--- src/sv/spq_pkg.sv ---
package spq_pkg;

   localparam int DEPTH  = 128;
   localparam int CNT_W  = $clog2(DEPTH + 1);
   localparam int ID_W   = 16;
   localparam int COST_W = 16;
   localparam int OCC_W  = 8;
   localparam int STAT_W = 2;

   localparam logic REQ_ENQ = 1'b0;
   localparam logic REQ_DEQ = 1'b1;

   localparam logic [STAT_W-1:0] ST_OK    = 2'd0;
   localparam logic [STAT_W-1:0] ST_EMPTY = 2'd1;
   localparam logic [STAT_W-1:0] ST_FULL  = 2'd2;

   typedef struct packed {
      logic [ID_W-1:0]   id;
      logic [COST_W-1:0] cost;
   } entry_type;

   // Shift command broadcast to every cell of the chain.
   typedef struct packed {
      logic enq_go;
      logic deq_go;
   } shift_ctrl_type;

endpackage

--- src/sv/spq_cell.sv ---
module spq_cell
   import spq_pkg::*;
(
   input  logic           clock,
   input  shift_ctrl_type ctrl,
   input  entry_type      new_entry,
   input  logic           occupied,
   input  entry_type      left_entry,
   input  logic           left_gt,
   input  entry_type      right_entry,
   output entry_type      entry,
   output logic           gt
);

   entry_type entry_ff;
   entry_type entry_in;

   // The stored cost is strictly above the new one, so the new entry goes in front.
   assign gt    = occupied && (entry_ff.cost > new_entry.cost);
   assign entry = entry_ff;

   always_comb begin
      entry_in = entry_ff;
      if (ctrl.enq_go) begin
         if (left_gt) begin
            entry_in = left_entry;
         end else if (gt || !occupied) begin
            entry_in = new_entry;
         end
      end else if (ctrl.deq_go) begin
         entry_in = right_entry;
      end
   end

   always_ff @(posedge clock) begin
      entry_ff <= entry_in;
   end

endmodule

--- config.mk ---
export PLATFORM = sky130hd
export DESIGN_NAME = spq_cell
export DESIGN_NICKNAME = d
export VERILOG_FILES = /design/src/sv/spq_pkg.sv /design/src/sv/spq_cell.sv
export SDC_FILE = /design/constraint.sdc
export NUM_CORES = 1
export LEC_CHECK = 0
export BUFFER_PORTS_ARGS = -buffer_cell sky130_fd_sc_hd__buf_2
export CAP_MARGIN = 15
export CORE_MARGIN = 4
export CORE_UTILIZATION = 42
export DETAILED_ROUTE_END_ITERATION = 8
export PLACE_DENSITY = 0.79
export SETUP_SLACK_MARGIN = 0.05
export SLEW_MARGIN = 15
export SYNTH_ARGS = -nofsm -noshare
export SYNTH_HDL_FRONTEND = slang
export SYNTH_SLANG_ARGS = --single-unit
--- constraint.sdc ---
create_clock -name clock -period 3 [get_ports clock]
set_input_delay 0.45 -clock clock [delete_from_list [all_inputs] [get_ports clock]]
set_output_delay 0.45 -clock clock [all_outputs]
set_load 0.01 [all_outputs]
## Word-level counts from Yosys, hierarchy flattened

Cells that the tools add are included.

- Register bits: 32
- Output and inout bits: 33
- Input bits: 101
- Logic and storage cells: 13

- $lt $le $gt $ge: 1
- Mux-type cells: 4
- Equal/unequal tests: 1
- Reductions and logical operators: 5

Operator list:

| kind | number |
|---|---|
| 2-to-1 mux 32 bit | 4 |
| greater-than comparator 16 bit | 1 |
| != test 3 x 1 -> 1 bit (second input constant) | 1 |
| AND reduction 2 bit | 1 |
| nonzero test 2 bit | 1 |
| logical AND 1 bit | 1 |
| logical NOT 1 bit | 1 |
| logical OR 1 bit | 1 |

## Logic depth before layout (Yosys ltp)

- Depth in word-level cells: 6
- Mapped depth: 7
- Gate-level depth less buffers: 7

## Worst setup path after synthesis

Ideal clock, no wire load.

- Path type: input port to flip-flop
- Start: in new_entry[15] (netlist bit)
- End: reg entry_ff (netlist bit entry[0]) (enable)
- Library setup time: 0.377 ns
- Data arrival time: 1.942 ns
- Stages: 7
- Slack: 0.681 ns
- Cell sequence: inv_1 > ha_1 > nand4_2 > nor4_2 > o21ai_1 > nand4_1 > a31o_2

- Longest elaborated chain between the ends: 5

Ends and longest elaborated chain:

| item | RTL line | text |
|---|---|---|
| from (decl) | spq_cell.sv:6 | `input entry_type new_entry,` |
| greater-than comparator 16 bit | spq_cell.sv:19 | `assign gt = occupied && (entry_ff.cost > new_entry.cost);` |
| logical AND 1 bit | spq_cell.sv:19 |  |
| logical OR 1 bit | spq_cell.sv:27 | `end else if (gt \|\| !occupied) begin` |
| != test 3 x 1 -> 1 bit (no source line) | -- |  |
| AND reduction 2 bit (no source line) | -- |  |
| to (signal assigned) | spq_cell.sv:36 | `entry_ff <= entry_in;` |
| to (decl) | spq_cell.sv:15 | `entry_type entry_ff;` |

No other way between the ends.
A chain may end at the register's enable or synchronous reset.

## Worst setup path after layout

- Start: reg entry_ff (netlist bit entry[13])
- End: out gt

- Longest elaborated chain between the ends: 2

Ends and longest elaborated chain:

| item | RTL line | text |
|---|---|---|
| greater-than comparator 16 bit | spq_cell.sv:19 |  |
| logical AND 1 bit | spq_cell.sv:19 |  |
| to (decl) | spq_cell.sv:12 | `output logic gt` |

No other way between the ends.

==> flow_summary.json <==
{
  "clk_path_buf_depth": 2,
  "detailed_place.area_sq_mm": 0.00278,
  "fmax_mhz": 397,
  "critical_path_class": "reg -> out",
  "timing.rr.end": "entry[27]",
  "cts_setup_buffers": 0,
  "rows": 25,
  "critPathSlowestCell": "edfxtp_1",
  "grt_overflow": 0,
  "min_to": "entry[14]",
  "leakagePower_nw": 1.47,
  "cap_viol_max_count": 0,
  "cpPeakStageDelay_ns": 0.40,
  "syn_inst": 204,
  "required_ns": 2.55,
  "r2r_start": "entry[13]",
  "io-pin-count": 134,
  "dieArea_sq_mm": 0.00609,
  "port_buffers": 133,
  "power.density_mw_per_mm2": 424,
  "first_pass_iters": 4,
  "setup_viol": 0,
  "worst_hold_path_type": "in -> reg",
  "vdd_drop_max_uv": 250,
  "ys_seq_area_share_pct": 46.7,
  "synth_fp_nets": 321,
  "drtIter0Drc": 53,
  "ys_types": 22,
  "slew_headroom_pct": 65.3,
  "fin_crit_sh_pct": 84.1,
  "ys_warn_count": 0,
  "r2r_setup_slack_ns": 0.74,
  "tightest_slew_ns": 0.520,
  "drv_slew": 0,
  "synth_area_sq_mm": 0.00206,
  "wl_per_cell_um": 14.0,
  "drive_gt1_share_pct": 43.3,
  "start_util_pct": 43.6,
  "numCtsBuffers": 5,
  "place_congestion": 0.758,
  "die_w_um": 78.0,
  "final_core_util_pct": 60.6,
  "power.total_mw": 1.21,
  "grt_use_total_pct": 18.5,
  "wl_um": 5670,
  "crit_arrival_ns": 2.07,
  "clock_latency_ns": 0.28,
  "largest_reg_flops": 32,
  "ctsResizeCount": 0,
  "fin_skew_ns": 0.00452,
  "fp.dieH_um": 78.0,
  "cts_tree": "yes",
  "vias_per_cell": 4.82,
  "reg2reg_depth": 7,
  "num_vias": 1946,
  "worstPathCellList": "ha_1 > nand4_2 > nor4_2 > o21ai_1 > nand4_1 > and3_1 > buf_2",
  "diodes": 0,
  "yosysTopAreaCell": "edfxtp_1",
  "cts_root_buffer": "clkbuf_8",
  "final_cell_area_sq_mm": 0.00286,
  "antenna_found_initial": 0,
  "cp_max_fo": 4,
  "cts.sinks": 32,
  "nets": 454,
  "hold_start": "right_entry[14]",
  "min_period_ns": 2.52,
  "worst_setup_path_start_kind": "flip-flop",
  "hold_viol_final": 0,
  "grt_pass1_vias": 1955,
  "core_area_sq_mm": 0.00472,
  "whs_path_depth": 3,
  "synth_top_area_share_pct": 46.7,
  "postCtsHoldBufs": 0,
  "cts.clk_slew.worst_paths_ns": 0.06,
  "hold_slack_ns": 0.492,
  "outcome": "completed",
  "synthToLayoutAreaGrowth_pct": 38.9,
  "grt_max_degree": 59,
  "synth_area_leaders": "edfxtp_1 47%, mux2i_1 16%, ha_1 9.7%",
  "avgSynthCellArea_sq_um": 10.1,
  "ant_nets": 0,
  "fin_tns_setup_ns": 0,
  "yosys_register_bits": 32,
  "dp_hpwl_um": 4640,
  "grt_pass1_wl_um": 8780,
  "grt_setup_unrepaired": "false",
  "htree_levels": 2,
  "end_kind": "output port",
  "drc": 0
}
[how the worst max path moves through the flow]
| stage | from | end | cells after the start |
|---|---|---|---|
| finish | entry[13] | gt | 7 |
| global route | entry[13] | gt | 7 |
| CTS | entry[13] | gt | 7 |
| detailed placement | new_entry[13] | entry[27] | 9 |
| global placement | new_entry[15] | gt | 9 |
| floorplan | new_entry[15] | entry[0] | 7 |
[critical path: cells and delay by family (launching register included)]
family	cells	cell delay, ns
flip-flops	1	0.40
adder cells (fa/ha/maj)	1	0.33
buffers and inverters	1	0.13
AO/OA/AOI/OAI	1	0.13
AND/OR/NAND/NOR	4	0.81
[power breakdown]
part | switching (mW) | internal [mW] | total, mW
clock | 0.149 | 0.157 | 0.307
combinational | 0.175 | 0.152 | 0.328
sequential | 0.0200 | 0.557 | 0.577
total | 0.345 | 0.867 | 1.21
[layer usage]
layer  routed length [um]  global-route usage (%)  up-vias  share of wire (%)
met5                    0                       0        -                  0
met4                   57                    4.72        0                1.0
met3                  420                    5.28        5                7.4
met2                 3110                    36.1       71                 55
met1                 2080                    19.2      880                 37
li1                     -                       -      990                  -
[metrics by stage]
stage	cells	setup WS [ns]
finish	404	0.478
global route	404	0.377
CTS	404	0.470
detailed placement	397	0.585
global placement	397	0.682
floorplan	204	0.681
[final cells by class]
type,instances,area (sq um)
Fill cell,427,1860
Tap cell,67,83.8
Clock inverter,1,5.00
Multi-Input combinational cell,143,975
Inverter,18,67.6
Clock buffer,6,72.6
Timing Repair Buffer,137,696
Sequential cell,32,961
[cells in the final DEF, fill, tap and decap left out]
master / count
buf_2: 133
a21oi_1: 38
nor2_1: 36
mux2i_1: 32
edfxtp_1: 32
inv_1: 18
ha_1: 16
nand2_1: 5
clkbuf_8: 5
buf_4: 4
nand4_1: 3
nor3_1: 2
o21ai_0: 2
nand4_2: 1
nor2b_1: 1
nand2b_1: 1
a21o_1: 1
nor4_2: 1
o21ai_1: 1
and3_1: 1
a31oi_1: 1
a31o_2: 1
clkbuf_1: 1
clkinv_2: 1
[cells in the mapped netlist]
| master | n |
|---|---|
| buf_2 | 3 |
| edfxtp_1 | 32 |
| nor2_1 | 36 |
| nor2b_1 | 1 |
| nor4_2 | 1 |
| nand2b_1 | 1 |
| buf_4 | 3 |
| ha_1 | 16 |
| nand4_1 | 3 |
| nand2_1 | 5 |
| o21ai_0 | 2 |
| a21oi_1 | 38 |
| and3_1 | 1 |
| o21ai_1 | 1 |
| mux2i_1 | 32 |
| nand4_2 | 1 |
| a21o_1 | 1 |
| a31oi_1 | 1 |
| inv_1 | 18 |
| nor3_1 | 2 |
| a31o_2 | 1 |
| clkbuf_1 | 5 |
[logic make-up (layout without fill, tap and decap cells)]
kind of cell,count (synthesis),after routing,share of synthesized area (%)
multiplexers,32,32,15.6
adder cells (fa/ha/maj),16,16,9.72
AO/OA/AOI/OAI,44,44,11.1
flip-flops,32,32,46.7
AND/OR/NAND/NOR,51,51,11.0
buffers and inverters,29,162,6.01
No activity file was read; power rests on OpenSTA's default activity.
